$ cat src/rtl/core/assert_macros.svh
// assertion macros shared by the core rtl
`ifndef ASSERT_MACROS_SVH
`define ASSERT_MACROS_SVH

`ifndef SYNTHESIS

// property must hold at every clock edge out of reset
`define ASSERT_ALWAYS(label, clk, rst, prop) \
   label: assert property (@(posedge clk) disable iff (rst) (prop)) \
      else $error("assertion failed: label");

// consequent must hold in the cycle after the antecedent
`define ASSERT_NEXT(label, clk, rst, ante, cons) \
   label: assert property (@(posedge clk) disable iff (rst) (ante) |=> (cons)) \
      else $error("assertion failed: label");

`else

`define ASSERT_ALWAYS(label, clk, rst, prop)
`define ASSERT_NEXT(label, clk, rst, ante, cons)

`endif

`endif

$ cat src/rtl/core/mcspg_pkg.sv
// package for the multi channel servo pulse generator: codes, widths, constants
package mcspg_pkg;

   localparam int NUM_CHANNELS = 4;
   localparam int CH_IDX_W     = (NUM_CHANNELS > 1) ? $clog2(NUM_CHANNELS) : 1;
   localparam int WIDTH_W      = 14;
   localparam int TICK_W       = 16;
   localparam int PIN_W        = 4;

   localparam logic [15:0] FRAME_TICKS_RESET  = 16'd12500;
   localparam logic [15:0] MIN_PULSE_US_RESET = 16'd1000;

   // angle * 25 / 9 computed as (angle * 25 * 7282) >> 16, exact for 8-bit angles
   localparam logic [17:0] ANGLE_SCALE       = 18'd182050;
   localparam int          ANGLE_SCALE_SHIFT = 16;

   typedef enum logic [1:0] {
      REQ_TICK        = 2'd0,
      REQ_WRITE_US    = 2'd1,
      REQ_WRITE_ANGLE = 2'd2,
      REQ_NONE        = 2'd3
   } req_kind_type;

   typedef enum logic {
      CSR_FRAME_TICKS  = 1'b0,
      CSR_MIN_PULSE_US = 1'b1
   } csr_index_type;

endpackage

$ cat src/rtl/core/multi_channel_servo_pulse_generator_unit.sv
// servo pulse generator top level: request register, per-channel compare, response register
//
//  channel | handshake          | payload
//  req     | req_valid/req_stall| req_req_type, req_channel, req_pulse_us, req_angle_deg
//  rsp     | rsp_valid/rsp_stall| rsp_pin_levels, rsp_frame_start, rsp_write_accepted
//  csr     | csr_valid/csr_ready| csr_index, csr_data
//
// every beat passes from acceptance to response through the request register, then
// the response register; one beat is accepted per cycle unless req_stall is high; the
// single compare stage updates all channels in parallel. synchronous active-high reset clears
// widths, tick count and pins and loads the default frame length and minimum pulse.
// rsp_stall holds the response register; req_stall rises only while a beat waits
// in the request register behind a held response. csr writes are always ready.
`include "assert_macros.svh"

module multi_channel_servo_pulse_generator_unit
   import mcspg_pkg::*;
(
   input  logic        clock,
   input  logic        reset,
   // request channel
   input  logic        req_valid,
   output logic        req_stall,
   input  logic [1:0]  req_req_type,
   input  logic [3:0]  req_channel,
   input  logic [15:0] req_pulse_us,
   input  logic [7:0]  req_angle_deg,
   // response channel
   output logic        rsp_valid,
   input  logic        rsp_stall,
   output logic [3:0]  rsp_pin_levels,
   output logic        rsp_frame_start,
   output logic        rsp_write_accepted,
   // configuration channel
   input  logic        csr_valid,
   output logic        csr_ready,
   input  logic        csr_index,
   input  logic [15:0] csr_data
);

   // request stage
   logic               s1_valid_ff, s1_valid_in;
   req_kind_type       s1_kind_ff;
   logic [3:0]         s1_channel_ff;
   logic [15:0]        s1_pulse_us_ff;
   logic [7:0]         s1_angle_ff;

   // response stage
   logic               rsp_valid_ff, rsp_valid_in;
   logic [PIN_W-1:0]   rsp_pins_ff, rsp_pins_in;
   logic               rsp_fstart_ff, rsp_fstart_in;
   logic               rsp_accepted_ff, rsp_accepted_in;

   // configuration
   logic [15:0]        frame_ticks_ff;
   logic [15:0]        min_pulse_us_ff;

   // servo state
   logic [WIDTH_W-1:0] active_width_ff  [NUM_CHANNELS];
   logic [WIDTH_W-1:0] active_width_in  [NUM_CHANNELS];
   logic [WIDTH_W-1:0] pending_width_ff [NUM_CHANNELS];
   logic [WIDTH_W-1:0] pending_width_in [NUM_CHANNELS];
   logic [NUM_CHANNELS-1:0] pending_valid_ff, pending_valid_in;
   logic [TICK_W-1:0]  tick_count_ff, tick_count_in;
   logic [PIN_W-1:0]   pin_state_ff, pin_state_in;

   // handshake
   logic               out_free;
   logic               s1_fire;
   logic               req_fire;

   // datapath helpers
   logic [25:0]        angle_product;
   logic [9:0]         angle_quot;
   logic [15:0]        angle_us;
   logic [15:0]        write_us;
   logic [WIDTH_W-1:0] write_width;
   logic               chan_hit;
   logic [CH_IDX_W-1:0] chan_idx;
   logic [15:0]        frame_len;
   logic [TICK_W:0]    tick_next;
   logic               frame_begin;
   logic [NUM_CHANNELS-1:0] pin_cmp;

   // flow control
   assign out_free  = !rsp_valid_ff || !rsp_stall;
   assign s1_fire   = s1_valid_ff && out_free;
   assign req_stall = s1_valid_ff && !out_free;
   assign req_fire  = req_valid && !req_stall;
   assign csr_ready = 1'b1;

   assign s1_valid_in  = req_fire || (s1_valid_ff && !s1_fire);
   assign rsp_valid_in = s1_fire || (rsp_valid_ff && rsp_stall);

   // request register
   always_ff @(posedge clock) begin
      if (reset) begin
         s1_valid_ff <= 1'b0;
      end else begin
         s1_valid_ff <= s1_valid_in;
      end
      if (req_fire) begin
         s1_kind_ff     <= req_kind_type'(req_req_type);
         s1_channel_ff  <= req_channel;
         s1_pulse_us_ff <= req_pulse_us;
         s1_angle_ff    <= req_angle_deg;
      end
   end

   // configuration registers
   always_ff @(posedge clock) begin
      if (reset) begin
         frame_ticks_ff  <= FRAME_TICKS_RESET;
         min_pulse_us_ff <= MIN_PULSE_US_RESET;
      end else if (csr_valid && csr_ready) begin
         unique case (csr_index_type'(csr_index))
            CSR_FRAME_TICKS:  frame_ticks_ff  <= csr_data;
            CSR_MIN_PULSE_US: min_pulse_us_ff <= csr_data;
            default: ;
         endcase
      end
   end

   // width from microseconds or from angle
   assign angle_product = 26'(s1_angle_ff) * 26'(ANGLE_SCALE);
   assign angle_quot    = angle_product[ANGLE_SCALE_SHIFT +: 10];
   assign angle_us      = min_pulse_us_ff + {4'd0, angle_quot, 2'b00};
   assign write_us      = (s1_kind_ff == REQ_WRITE_ANGLE) ? angle_us : s1_pulse_us_ff;
   assign write_width   = write_us[15:2];

   // channel decode, servo numbers start at one
   assign chan_hit = (s1_channel_ff != 4'd0) && (32'(s1_channel_ff) <= NUM_CHANNELS);
   assign chan_idx = CH_IDX_W'(s1_channel_ff - 4'd1);

   // frame counter
   assign frame_len   = (frame_ticks_ff == 16'd0) ? 16'd1 : frame_ticks_ff;
   assign frame_begin = (tick_count_ff == '0);
   assign tick_next   = {1'b0, tick_count_ff} + 17'd1;

   // per-channel compare against the width in force for this tick
   always_comb begin
      for (int k = 0; k < NUM_CHANNELS; k++) begin
         if (frame_begin && pending_valid_ff[k]) begin
            pin_cmp[k] = {2'b00, pending_width_ff[k]} > tick_count_ff;
         end else begin
            pin_cmp[k] = {2'b00, active_width_ff[k]} > tick_count_ff;
         end
      end
   end

   // state update and response for the beat in the request register
   always_comb begin
      active_width_in  = active_width_ff;
      pending_width_in = pending_width_ff;
      pending_valid_in = pending_valid_ff;
      tick_count_in    = tick_count_ff;
      pin_state_in     = pin_state_ff;
      rsp_fstart_in    = 1'b0;
      rsp_accepted_in  = 1'b0;
      if (s1_fire) begin
         case (s1_kind_ff)
            REQ_TICK: begin
               rsp_fstart_in = frame_begin;
               if (frame_begin) begin
                  for (int k = 0; k < NUM_CHANNELS; k++) begin
                     if (pending_valid_ff[k]) begin
                        active_width_in[k] = pending_width_ff[k];
                     end
                  end
                  pending_valid_in = '0;
               end
               pin_state_in = '0;
               for (int k = 0; k < NUM_CHANNELS && k < PIN_W; k++) begin
                  pin_state_in[k] = pin_cmp[k];
               end
               tick_count_in = (tick_next >= {1'b0, frame_len}) ? '0 : tick_next[TICK_W-1:0];
            end
            REQ_WRITE_US, REQ_WRITE_ANGLE: begin
               if (chan_hit) begin
                  pending_width_in[chan_idx] = write_width;
                  pending_valid_in[chan_idx] = 1'b1;
                  rsp_accepted_in            = 1'b1;
               end
            end
            default: ;
         endcase
      end
      rsp_pins_in = pin_state_in;
   end

   // servo state registers
   always_ff @(posedge clock) begin
      if (reset) begin
         for (int k = 0; k < NUM_CHANNELS; k++) begin
            active_width_ff[k]  <= '0;
            pending_width_ff[k] <= '0;
         end
         pending_valid_ff <= '0;
         tick_count_ff    <= '0;
         pin_state_ff     <= '0;
      end else begin
         active_width_ff  <= active_width_in;
         pending_width_ff <= pending_width_in;
         pending_valid_ff <= pending_valid_in;
         tick_count_ff    <= tick_count_in;
         pin_state_ff     <= pin_state_in;
      end
   end

   // response register
   always_ff @(posedge clock) begin
      if (reset) begin
         rsp_valid_ff <= 1'b0;
      end else begin
         rsp_valid_ff <= rsp_valid_in;
      end
      if (s1_fire) begin
         rsp_pins_ff     <= rsp_pins_in;
         rsp_fstart_ff   <= rsp_fstart_in;
         rsp_accepted_ff <= rsp_accepted_in;
      end
   end

   assign rsp_valid          = rsp_valid_ff;
   assign rsp_pin_levels     = rsp_pins_ff;
   assign rsp_frame_start    = rsp_fstart_ff;
   assign rsp_write_accepted = rsp_accepted_ff;

   // checks
   `ASSERT_ALWAYS(a_stall_only_when_held, clock, reset, !req_stall || s1_valid_ff)
   `ASSERT_NEXT(a_held_beat_stable, clock, reset, s1_valid_ff && !out_free, s1_valid_ff && $stable(s1_pulse_us_ff) && $stable(s1_channel_ff))
   `ASSERT_ALWAYS(a_flags_exclusive, clock, reset, !(rsp_valid_ff && rsp_fstart_ff && rsp_accepted_ff))
   `ASSERT_NEXT(a_frame_start_drains_pending, clock, reset, s1_fire && s1_kind_ff == REQ_TICK && frame_begin, pending_valid_ff == '0)

endmodule
$ cat config.mk
export PLATFORM = sky130hd
export DESIGN_NAME = multi_channel_servo_pulse_generator_unit
export DESIGN_NICKNAME = d
export VERILOG_FILES = /design/src/rtl/core/mcspg_pkg.sv /design/src/rtl/core/multi_channel_servo_pulse_generator_unit.sv
export VERILOG_INCLUDE_DIRS = /design/src /design/src/rtl/core
export SDC_FILE = /design/constraint.sdc
export NUM_CORES = 1
export LEC_CHECK = 0
export BUFFER_PORTS_ARGS = -buffer_cell sky130_fd_sc_hd__buf_2
export CORE_MARGIN = 8
export CORE_UTILIZATION = 39
export CTS_BUF_LIST = sky130_fd_sc_hd__clkbuf_8
export DETAILED_ROUTE_END_ITERATION = 8
export GPL_TIMING_DRIVEN = 0
export PLACE_DENSITY_LB_ADDON = 0.25
export SETUP_SLACK_MARGIN = 0.05
export SLEW_MARGIN = 20
export SYNTH_ARGS = -nofsm -noshare
export SYNTH_HDL_FRONTEND = slang
export SYNTH_SLANG_ARGS = --single-unit
$ cat constraint.sdc
create_clock -name clock -period 7.8 [get_ports clock]
set_input_delay 0.78 -clock clock [delete_from_list [all_inputs] [get_ports clock]]
set_output_delay 0.78 -clock clock [all_outputs]
set_load 0.01 [all_outputs]
[Word level (Yosys, flattened, before mapping)]
Cells that the tools add are included.
Word-level totals
  bits of input ports: 52
  output and inout port bits: 9
  bits in registers: 206
Operators by class
  $mul: 1
  reduce and logical (&&, ||, !) cells: 35
  equal/unequal tests: 4
  bitwise logic cells: 3
  mux-type cells: 18
  magnitude comparators: 14
  add/sub/neg operators: 3
Operator list (number)
  $gt A14 B16 Y1: 8
  $bwmux W56: 1
  $mux W16: 3
  $logic_not A16 Y1: 2
  $demux W14 S2: 1
  $mul A8 B17 Y25 const B: 1
  $reduce_and A4 Y1: 5
  $add A16 B1 Y17 const B: 1
  $ge A17 B16 Y1: 1
  $add A16 B12 Y16: 1
  $mux W4: 4
  $mux W14: 1
  $logic_and A1 B1 Y1: 12
  $pmux W4 S2: 1
  $mux W1: 6
  $reduce_and A2 Y1: 3
  $logic_not A1 Y1: 5
  $le A4 B3 Y1 const B: 1
  $ne A2 B2 Y1 const B: 2
  $or A4 B4 Y4: 1
  $reduce_bool A4 Y1: 1
  $ge A3 B3 Y1 const B: 1
  $logic_or A1 B1 Y1: 3
  $lt A2 B3 Y1 const B: 1
  other kinds (12): 12

[Depth between registers and ports, before layout]
Gate-level depths: netlist (run 1).
  depth after elaboration: 8
  mapped depth: 22
  depth with buffers taken out: 22

[Worst setup path before layout (run 1)]
No wires, ideal clock.
  kind: reg-to-reg
  from: reg s1_angle_ff[5]
  to: reg pending_width_ff[9] in the netlist's numbering
  period minus slack after synthesis: 5.434 ns
  data required time: 7.714 ns
  setup slack: 2.366 ns
  stages on the path, launching flop included: 20
  buffers on the path: 1
  arrival time: 5.349 ns
  cell sequence: edfxtp_1 -> fa_1 -> fa_1 -> fa_1 -> inv_1 -> fa_1 -> inv_1 -> ha_1 -> and4_1 -> nand3_1 -> nand3b_1 -> a31oi_1 -> xnor2_1 -> ha_1 -> a211o_1 -> a211oi_1 -> or2_2 -> clkbuf_1 -> mux2_2 -> a211oi_1
On the way
  cells in the longest elaborated chain, start to end: 4
Ends and longest elaborated chain
  start: declaration: line multi_channel_servo_pulse_generator_unit.sv:46  | logic [7:0] s1_angle_ff;
  start signal: assignment: line multi_channel_servo_pulse_generator_unit.sv:106  | s1_angle_ff <= req_angle_deg;
  $mul A8 B17 Y25: line multi_channel_servo_pulse_generator_unit.sv:125  | assign angle_product = 26'(s1_angle_ff) * 26'(ANGLE_SCALE);
  $add A16 B12 Y16: line multi_channel_servo_pulse_generator_unit.sv:127  | assign angle_us = min_pulse_us_ff + {4'd0, angle_quot, 2'b00};
  $mux W16: line multi_channel_servo_pulse_generator_unit.sv:128  | assign write_us = (s1_kind_ff == REQ_WRITE_ANGLE) ? angle_us : s1_pulse_us_ff;
  $bwmux W56: line multi_channel_servo_pulse_generator_unit.sv:180  | pending_width_in[chan_idx] = write_width;
  end signal: assignment: line multi_channel_servo_pulse_generator_unit.sv:203  | pending_width_ff <= pending_width_in;
  end: declaration: line multi_channel_servo_pulse_generator_unit.sv:61  | logic [WIDTH_W-1:0] pending_width_ff [NUM_CHANNELS];
Every way passes these cells.
A chain may end at the register's enable or synchronous reset.

[Worst setup path in the final report (run 1)]
  from: reg s1_angle_ff[6]
  to: reg pending_width_ff[39] in the netlist's numbering
Same word-level chain as after synthesis.

==> results.py, run 1 <==
metrics = {
    "setup_path": {
        "slowest_delay_ns": 0.59,
        "cp.required_ns": 8.27,
        "critPathArrivalTime_ns": 6.74,
        "cp_cell_sequence": "inv_1 -> ha_1 -> inv_1 -> fa_1 -> fa_1 -> inv_1 -> fa_1 -> inv_1 -> ha_1 -> and4_1 -> nand3_1 -> a31oi_1 -> nor4b_1 -> a211o_1 -> ha_1 -> o21ai_0 -> a21boi_0 -> o221a_2 -> a21oi_1 -> a2111oi_0 -> o21a_1",
        "worstSetupStartpointType": "flop",
        "cp_max_fo": 8,
        "crit_path_top_delay_cell": "edfxtp_1",
        "critPathBufInv": 4,
        "critPathTopFamily": "adder cells",
        "cpMostUsedCell": "inv_1",
        "end_kind": "flop",
        "critPathKind": "reg2reg",
    },
    "finish": {
        "area_growth_pct": 13.0,
        "finish.utilization_pct": 44.8,
        "layout.nets": 1869,
        "diodes": 0,
        "drive_gt1_share_pct": 9.83,
        "final_area_um2": 14600,
        "filler_cell_count": 3284,
    },
    "route": {
        "ant_nets": 0,
        "avgRoutedWirePerCell_um": 19.4,
        "routed_wl_um": 40100,
        "drt_iter0_drc": 840,
        "drt_pre_antenna_iters": 5,
        "drc": 0,
        "vias_per_cell": 5.54,
        "via_count": 11476,
    },
    "yosys": {
        "ys_async_sr_fraction_pct": 0,
        "syn-cell-area_um2": 12900,
        "ys_ff_latch": 202,
        "yosysWarnings": 0,
        "synth-seq-area-share_pct": 34.0,
        "synthCells": 1499,
        "ys_types": 69,
        "synth_edf_count": 34,
        "synthFlopType": "dfxtp_1",
        "synth_nets": 1769,
        "postSynthAreaPerCell_um2": 8.60,
    },
    "floorplanning": {
        "core_area_um2": 32500,
        "fp.dieH_um": 198,
        "die-area_um2": 39100,
        "die_w_um": 198,
        "num_rows": 66,
        "io_pins": 61,
        "initial_core_util_pct": 39.6,
    },
    "clocking": {
        "post_cts_resized": 0,
        "cts-root-buf": "clkbuf_8",
        "postCtsHoldBufs": 0,
        "cts.sinks": 202,
        "cts_max_level": 2,
        "cts_buffers": 39,
        "cts_buffer_depth": 3,
        "worstSkewPairLatency_ns": 0.54,
        "cts_tree": "yes",
        "cts_setup_buffers": 0,
        "clkTransAtPathRegs_ns": 0.06,
    },
    "global_route": {
        "grt_pass1_wl_um": 61100,
        "use_met3_pct": 3.68,
        "grt-ovfl-total": 0,
        "met1_usage_pct": 26.7,
        "grt_max_degree": 25,
        "busiest_layer": "met2",
        "grt_pass1_vias": 10957,
        "track_usage_pct": 20.1,
        "antenna_found_initial": 0,
        "use_met2_pct": 32.0,
    },
    "placed_design": {
        "dp_hpwl_um": 30100,
        "io_buffers": 57,
        "globalplace.congestion": 0.864,
        "placed_area_um2": 13800,
    },
    "sta": {
        "fin_setup_tns_ns": 0,
        "skew_ns": 0.0199,
        "max_freq_mhz": 160,
        "rsz0062_at_grt": "no",
        "finalCritPeriodShare_pct": 80.3,
        "relSlewSlack_pct": 25.0,
        "finalSetupViolCount": 0,
        "slew_viol_final": 0,
        "finalHoldViolations": 0,
        "min_period_ns": 6.27,
        "worstMarginPinSlew_ns": 1.12,
        "whs_ns": 0.413,
    },
    "run_status": {
        "status": "completed",
    },
    "pwr": {
        "seq_power_share_pct": 35.7,
        "power_frac_clock_pct": 34.5,
        "p_leak_nw": 6.37,
        "switching_share_pct": 33.9,
        "p_total_mw": 3.10,
        "p_comb_share_pct": 29.8,
        "p_sw_mw": 1.05,
        "p_per_area_nw_per_um2": 213,
        "p_int_mw": 2.05,
        "irDropWorstVdd_mv": 0.279,
    },
    "job": {
        "max-cap-violations": 0,
    },
    "worst_hold_path": {
        "hp-class": "in2reg",
    },
}
-- layer usage --
metal | share of wire (%) | routed length (µm) | vias up
met4 | 3.6 | 1440 | 0
li1 | - | - | 5565
met1 | 45 | 18100 | 5427
met5 | 0 | 0 | -
met3 | 6.5 | 2590 | 85
met2 | 45 | 17900 | 399
-- power by group through the flow --
stage / sequential, mW / clock (mW) / combinational [mW]
detailed placement: 1.13 / 0 / 0.912
global route: 1.11 / 1.14 / 1.01
global placement: 1.13 / 0 / 0.885
CTS: 1.11 / 1.09 / 0.917
finish: 1.11 / 1.07 / 0.922
floorplan: 1.12 / 0 / 0.657
-- cell usage in the layout, fill, tap and decap left out, drive strengths merged, types with 10 or more instances in the layout --
cell,Yosys,routed
a211oi,21,21
a21o,18,18
a21oi,174,174
a31oi,18,18
and3,18,18
and4,10,10
buf,25,84
clkbuf,38,83
dfxtp,168,168
edfxtp,34,34
fa,21,21
ha,197,197
inv,99,113
mux2i,10,10
nand2,265,265
nand3,49,49
nand3b,10,10
nand4,28,28
nor2,52,52
nor2b,12,12
nor3,18,18
o211ai,14,14
o21ai,51,51
o22ai,12,12
xnor2,16,16
-- sequential cells by signal, indices dropped and copies added (netlist names) --
register,cells
pending_valid_ff,4
rsp_pin_levels,4
rsp_write_accepted,1
s1_kind_ff,2
s1_pulse_us_ff,14
rsp_valid,1
s1_angle_ff,8
pending_width_ff,56
min_pulse_us_ff,14
s1_channel_ff,4
active_width_ff,56
s1_valid_ff,1
pin_state_ff,4
rsp_frame_start,1
tick_count_ff,16
frame_ticks_ff,16
-- path summary, 6_finish.rpt --
check	from	end	slack [ns]	cells past startpoint
max reg2reg	s1_angle_ff[6]	pending_width_ff[39]	1.53	21
max	s1_angle_ff[6]	pending_width_ff[39]	1.53	21
min	req_req_type[1]	s1_kind_ff[1]	0.41	1
min reg2reg	active_width_ff[14]	active_width_ff[14]	0.45	2
-- stage by stage --
step           setup slack (ns)  std cells
2_1_floorplan              2.37       1499
3_3_place_gp              0.743       1998
3_5_place_dp               1.56       2000
4_1_cts                    1.53       2070
5_1_grt                    1.05       2070
6_report                   1.53       2070
-- synth_stat cells (5+ instances only) --
library cell / number / share of area [%]
mux2i_1: 10 / 0.78
xnor2_1: 16 / 1.1
or2_2: 8 / 0.39
inv_1: 99 / 2.9
buf_2: 16 / 0.62
o31ai_1: 9 / 0.52
nor4_1: 7 / 0.34
nand3b_1: 9 / 0.52
and2_0: 5 / 0.24
nand4_1: 28 / 1.4
ha_1: 197 / 19
nand2b_1: 9 / 0.44
xor2_1: 5 / 0.34
o21a_1: 9 / 0.52
a21oi_1: 173 / 6.7
dfxtp_1: 168 / 26
nor2b_1: 12 / 0.58
a2111oi_0: 6 / 0.41
a221oi_1: 8 / 0.54
buf_4: 6 / 0.35
and4_1: 10 / 0.68
nor3_1: 18 / 0.70
nor2_1: 52 / 1.5
o21ai_0: 50 / 1.9
clkbuf_1: 38 / 1.1
a211o_1: 5 / 0.34
o22ai_1: 12 / 0.58
nand2_1: 264 / 7.7
fa_1: 21 / 3.3
edfxtp_1: 34 / 7.9
and3_1: 18 / 0.87
a211oi_1: 20 / 1.2
a31oi_1: 18 / 0.87
nand3_1: 49 / 1.9
a21o_1: 18 / 1.0
o211ai_1: 14 / 0.82
-- cell type report --
type / count / area, µm² / area share [%]
multi-input combinational: 1135 / 7880 / 54.1
tap: 442 / 553 / 3.80
inverter: 99 / 372 / 2.55
clock buffer: 45 / 619 / 4.25
timing repair buffer: 59 / 310 / 2.13
sequential: 202 / 4380 / 30.1
clock inverter: 25 / 169 / 1.16
buffer: 63 / 279 / 1.92
-- cell families (layout without fill, tap and decap cells) --
group / after synthesis / in the layout / share of synthesized area, %
AO/OA/AOI/OAI: 372 / 372 / 17.6
multiplexers: 11 / 11 / 0.864
other: 1 / 1 / 0.0291
flip-flops: 202 / 202 / 34.0
adder cells (fa/ha/maj): 218 / 218 / 22.4
AND/OR/NAND/NOR: 512 / 512 / 18.7
buffers and inverters: 162 / 291 / 5.05
XOR/XNOR: 21 / 21 / 1.43
No activity file was read; power rests on OpenSTA's default activity.
==> run 2, diff against run 1 <==
clock period = 6 ns   (was 7.8 ns; I/O delays follow)
==> results.py, run 2 (synthesized netlist as in run 1, its figures left out) <==
metrics = {
    "run_status": {
        "status": "completed",
    },
    "finish": {
        "diodes": 0,
        "final_area_um2": 14900,
        "finish.utilization_pct": 45.8,
        "layout_common_cells": "263 x nand2_1, 194 x ha_1, 168 x a21oi_1, 168 x dfxtp_1, 112 x inv_1",
        "largest_registers": "active_width_ff: 56 flops, pending_width_ff: 56 flops",
        "layout.nets": 1881,
        "final_common_cell": "nand2_1",
        "stdcell_count": 2082,
        "area_growth_pct": 15.5,
        "drive_gt1_share_pct": 12.2,
    },
    "clocking": {
        "clkTransAtPathRegs_ns": 0.06,
        "cts_buffers": 39,
        "cts_buffer_depth": 3,
        "postCtsHoldBufs": 0,
        "cts_tree": "yes",
        "cts_max_level": 2,
        "cts-root-buf": "clkbuf_8",
        "worstSkewPairLatency_ns": 0.54,
        "cts.sinks": 202,
    },
    "setup_path": {
        "end_kind": "flop",
        "rr_endpoint": "pending_width_ff[25]",
        "critPathArrivalTime_ns": 6.16,
        "critPathKind": "reg2reg",
        "cp_max_fo": 7,
        "reg2regPathDepth": 19,
        "cp.required_ns": 6.42,
        "r2r_slack_ns": 0.26,
        "reg2reg_from": "s1_angle_ff[7]",
        "worstSetupStartpointType": "flop",
    },
    "placed_design": {
        "dp_hpwl_um": 30100,
        "placed_area_um2": 13800,
        "dp_slack_ns": -0.242,
        "globalplace.congestion": 0.864,
        "dp.cells": 2000,
        "io_buffers": 57,
    },
    "sta": {
        "worstMarginPinSlew_ns": 1.11,
        "whs_ns": 0.230,
        "setup_ws_ns": 0.264,
        "finalCritPeriodShare_pct": 95.6,
        "finalSetupViolCount": 0,
        "max_freq_mhz": 174,
        "min_period_ns": 5.74,
        "skew_ns": 0.0183,
        "fin_setup_tns_ns": 0,
        "finalHoldViolations": 0,
        "slew_viol_final": 0,
        "relSlewSlack_pct": 25.9,
        "rsz0062_at_grt": "yes",
    },
    "route": {
        "drt_pre_antenna_iters": 6,
        "drt_iter0_drc": 854,
        "drc": 0,
        "routed_wl_um": 40400,
        "vias_per_cell": 5.52,
        "via_count": 11498,
        "avgRoutedWirePerCell_um": 19.4,
        "ant_nets": 0,
    },
    "floorplanning": {
        "num_rows": 66,
        "initial_core_util_pct": 39.6,
        "die-area_um2": 39100,
        "die_w_um": 198,
        "fp.dieH_um": 198,
        "io_pins": 61,
        "core_area_um2": 32500,
    },
    "global_route": {
        "track_usage_pct": 20.2,
        "grt_max_degree": 25,
        "grt_pass1_vias": 11000,
        "grt-ovfl-total": 0,
        "antenna_found_initial": 0,
        "grt_pass1_wl_um": 61300,
    },
    "worst_hold_path": {
        "hold_start": "req_req_type[1]",
        "hold_end": "s1_kind_ff[1]",
        "hp-class": "in2reg",
        "min_path_cells": 1,
    },
    "pwr": {
        "p_total_mw": 4.22,
        "irDropWorstVdd_mv": 0.383,
        "p_per_area_nw_per_um2": 283,
        "p_leak_nw": 6.46,
    },
    "job": {
        "max-cap-violations": 0,
    },
}
-- run 2: cell types whose count changed in the layout (fill, tap and decap cells not counted), moves of 3 or more --
| cell | change |
|---|---|
| o21ai_1 | +4 |
| mux2i_1 | -3 |
| a21oi_4 | +3 |
| buf_4 | +12 |
| a21oi_1 | -5 |
| ha_1 | -3 |
| o21ai_0 | -5 |
| nor3_1 | -4 |
-- run 2: per-layer routing --
metal  wire, µm  track usage [%]
met2      18100             32.0
met4       1420             7.77
met1      18100             26.8
met3       2760             3.70
met5          0                0
-- run 2: how the worst max path moves through the flow --
stage                                       to      startpoint  slack (ns)  cells past startpoint
final                     pending_width_ff[25]  s1_angle_ff[7]        0.26                     19
after CTS                 pending_width_ff[38]  s1_angle_ff[7]        0.06                     18
after global placement    pending_width_ff[47]  s1_angle_ff[6]       -1.06                     18
after detailed placement  pending_width_ff[22]  s1_angle_ff[6]       -0.24                     18
after floorplan            pending_width_ff[9]  s1_angle_ff[5]        0.57                     19
after global routing      pending_width_ff[25]  s1_angle_ff[7]      0.0004                     19
-- run 2: cell type report --
class                           instances  area [µm²]
Buffer                                 62         275
Clock buffer                           45         619
Clock inverter                         25         169
Fill cell                            3241       17700
Inverter                               99         372
Multi-Input combinational cell       1135        8090
Sequential cell                       202        4380
Tap cell                              442         553
Timing Repair Buffer                   72         420
-- run 2: critical path, stage by stage, from the launching register on --
cell and delay, ns:
edfxtp_1 0.52, ha_4 0.34, inv_1 0.05, fa_1 0.47, fa_1 0.51, inv_1 0.06, fa_1 0.53, inv_1 0.04
ha_1 0.32, and4_1 0.22, nand3_1 0.18, a31oi_4 0.30, nor4b_2 0.08, a211o_1 0.32, ha_1 0.40, inv_1 0.11
or3_1 0.42, nor3_2 0.40, a21oi_1 0.13, a32o_1 0.23
-- run 2: report_power, final --
group / total (mW) / switching [mW] / internal [mW] / leakage (nW)
clock: 1.39 / 0.615 / 0.775 / 0.457
sequential: 1.44 / 0.0277 / 1.41 / 1.69
combinational: 1.39 / 0.806 / 0.587 / 4.31
-- run 2: timing repair --
| action | CTS | global route |
|---|---|---|
| pin swaps | 0 | 10 |
| setup endpoints to repair | 29 | 33 |
| gates resized for setup | 6 | 41 |
| buffers inserted | 8 | 5 |
| cloned | 0 | 0 |
==> run 3, diff against run 2 <==
ABC_AREA = 1   (was not set)
CORE_UTILIZATION = 55   (was 39)
==> results.py, run 3 <==
metrics = {
    "yosys": {
        "ys_types": 48,
        "synth-seq-area-share_pct": 32.3,
        "synthFlopType": "dfxtp_1",
        "ys_ff_latch": 202,
        "netlist_top_cells_count": "277 x nand2_1, 264 x inv_1, 209 x a21oi_1",
        "syn-cell-area_um2": 13600,
        "synthCells": 1750,
        "synth_most_common_cell": "nand2_1",
        "postSynthAreaPerCell_um2": 7.75,
        "synthTopCellsByArea": "dfxtp_1 25%, ha_1 18%, a21oi_1 7.7%",
        "ys_async_sr_fraction_pct": 0,
        "synth_nets": 2020,
        "netlist.area_leader.share_pct": 24.8,
        "synth_top_cell_by_area": "dfxtp_1",
        "synth_edf_count": 34,
        "yosysWarnings": 0,
    },
    "sta": {
        "relSlewSlack_pct": 36.9,
        "fin_setup_tns_ns": 0,
        "rsz0062_at_grt": "yes",
        "max_freq_mhz": 174,
        "finalSetupViolCount": 0,
        "worstMarginPinSlew_ns": 0.920,
        "finalHoldViolations": 0,
        "setup_ws_ns": 0.266,
        "skew_ns": 0.0206,
        "min_period_ns": 5.73,
        "slew_viol_final": 0,
        "finalCritPeriodShare_pct": 95.6,
    },
    "setup_path": {
        "cp_cell_sequence": "inv_1 -> ha_1 -> inv_1 -> fa_1 -> fa_1 -> inv_1 -> fa_1 -> inv_1 -> ha_1 -> nand2_1 -> nor4_2 -> o21ai_0 -> nand3_1 -> xor2_1 -> inv_1 -> ha_1 -> a21oi_1 -> o21ai_0 -> a21oi_1 -> nand3_1 -> nand3_1 -> nand3_1 -> nand2_1 -> inv_1",
        "reg2reg_from": "s1_angle_ff[6]",
        "critPathTopFamily": "adder cells",
        "crit_path_start": "s1_angle_ff[6]",
        "critPathBufInv": 6,
        "crit_path_top_delay_cell": "edfxtp_1",
        "reg2regPathDepth": 24,
        "r2r_slack_ns": 0.27,
        "cp.required_ns": 6.43,
        "rr_endpoint": "pending_width_ff[27]",
        "crit_path_end": "pending_width_ff[27]",
        "cp.depth": 24,
        "cp_max_fo": 6,
        "critPathKind": "reg2reg",
        "slowest_delay_ns": 0.55,
        "end_kind": "flop",
        "cpMostUsedCell": "inv_1",
        "worstSetupStartpointType": "flop",
        "critPathArrivalTime_ns": 6.16,
    },
    "pwr": {
        "p_per_area_nw_per_um2": 265,
        "p_leak_nw": 7.55,
        "irDropWorstVdd_mv": 0.278,
    },
    "worst_hold_path": {
        "hp-class": "in2reg",
        "hold_start": "req_angle_deg[3]",
    },
    "global_route": {
        "grt_pass1_vias": 12080,
        "antenna_found_initial": 0,
        "grt-ovfl-total": 0,
        "track_usage_pct": 25.2,
        "grt_pass1_wl_um": 61200,
        "grt_max_degree": 29,
    },
    "route": {
        "routed_wl_um": 38300,
        "wl_met3_um": 2840,
        "avgRoutedWirePerCell_um": 17.4,
        "ant_nets": 0,
        "via_count": 12360,
        "met2_length_um": 16800,
        "wl_met1_um": 17200,
        "vias_per_cell": 5.62,
        "drt_iter0_drc": 1114,
        "drc": 0,
        "dr.max_layer_used": "met4",
        "drt_pre_antenna_iters": 6,
    },
    "finish": {
        "drive_gt1_share_pct": 10.4,
        "largest_registers": "active_width_ff: 56 flops, pending_width_ff: 56 flops",
        "layout_common_cells": "277 x inv_1, 277 x nand2_1, 209 x a21oi_1, 197 x ha_1, 168 x dfxtp_1",
        "layout.nets": 2121,
        "diodes": 0,
        "multi_input_area_um2": 7860,
        "filler_cell_count": 2280,
        "area_growth_pct": 10.5,
        "final-seq-area_um2": 4380,
    },
    "clocking": {
        "clkTransAtPathRegs_ns": 0.07,
        "cts-root-buf": "clkbuf_8",
        "worstSkewPairLatency_ns": 0.54,
        "cts_tree": "yes",
        "cts_buffers": 38,
        "cts.sinks": 202,
        "postCtsHoldBufs": 0,
        "cts_buffer_depth": 3,
        "cts_max_level": 2,
    },
    "placed_design": {
        "dp_slack_ns": 0.0793,
        "dp_hpwl_um": 28500,
        "io_buffers": 56,
        "globalplace.congestion": 0.940,
    },
    "floorplanning": {
        "num_rows": 57,
        "die_w_um": 173,
        "core_area_um2": 24200,
        "io_pins": 61,
        "fp.dieH_um": 173,
        "initial_core_util_pct": 55.9,
        "die-area_um2": 29900,
    },
    "job": {
        "max-cap-violations": 0,
    },
    "run_status": {
        "status": "completed",
    },
}
-- run 3: layout make-up --
class                   instances  share of cell area [%]
multi-input cells            1219                    52.5
flip-flops and latches        202                    29.3
inverters                     281                    7.07
clock buffers                  42                    3.86
well taps                     324                    2.71
repair buffers                 61                    2.12
plain buffers                  48                    1.88
clock inverters                22                   0.618
-- run 3: worst min-delay path by stage --
| stage | endpoint | cells past startpoint | slack [ns] |
|---|---|---|---|
| 6_report | s1_angle_ff[3] | 1 | 0.23 |
| 5_1_grt | s1_angle_ff[3] | 1 | 0.21 |
| 4_1_cts | s1_angle_ff[3] | 1 | 0.20 |
| 3_5_place_dp | pending_valid_ff[3] | 2 | 0.45 |
| 3_3_place_gp | active_width_ff[14] | 2 | 0.45 |
| 2_1_floorplan | active_width_ff[28] | 2 | 0.44 |
-- run 3: worst register-to-register path, delay by kind of cell, from the launching register on --
kind | cells | cell delay (ns)
fa+ha+maj | 6 | 2.55
simple gates | 7 | 1.28
flops | 1 | 0.55
compound gates | 4 | 0.73
buf+inv | 6 | 0.35
xor+xnor | 1 | 0.17
-- run 3: power breakdown --
group          switching [mW]  total (mW)  internal [mW]
logic                   0.825        1.29          0.462
registers              0.0281        1.44           1.41
clock network           0.599        1.24          0.637
total                    1.45        3.97           2.51
-- run 3: through the flow --
| stage | power (mW) | cell area (µm²) | hold WS, ns | util [%] | instances |
|---|---|---|---|---|---|
| 3_5_place_dp | 2.71 | 14200 | 0.453 | 58.8 | 2130 |
| 4_1_cts | 3.95 | 14900 | 0.198 | 61.5 | 2194 |
| 3_3_place_gp | 2.70 | 14200 | 0.452 | 58.8 | 2130 |
| 5_1_grt | 4.21 | 15000 | 0.212 | 61.8 | 2199 |
| 6_report | 3.97 | 15000 | 0.227 | 61.8 | 2199 |
| 2_1_floorplan | 2.40 | 13600 | 0.435 | - | 1750 |
-- run 3: logic make-up (layout without fill, tap and decap cells) --
group	Yosys count	count (layout)	synth area share, %
mux	2	2	0.148
xor+xnor	22	22	1.42
flops	202	202	32.3
fa+ha+maj	218	218	21.3
simple gates	588	588	19.8
buf+inv	329	454	9.89
other cells	1	1	0.0277
compound gates	388	388	15.1
-- run 3: per-layer routing --
metal,vias up,global-route usage [%]
met3,108,3.90
met2,485,40.0
met4,0,11.0
met5,-,0
li1,6062,-
met1,5705,33.4
-- run 3: repair_timing --
action,CTS,global route
setup buffers,0,5
endpoints found under the setup margin,4,40
gates resized for setup,1,7
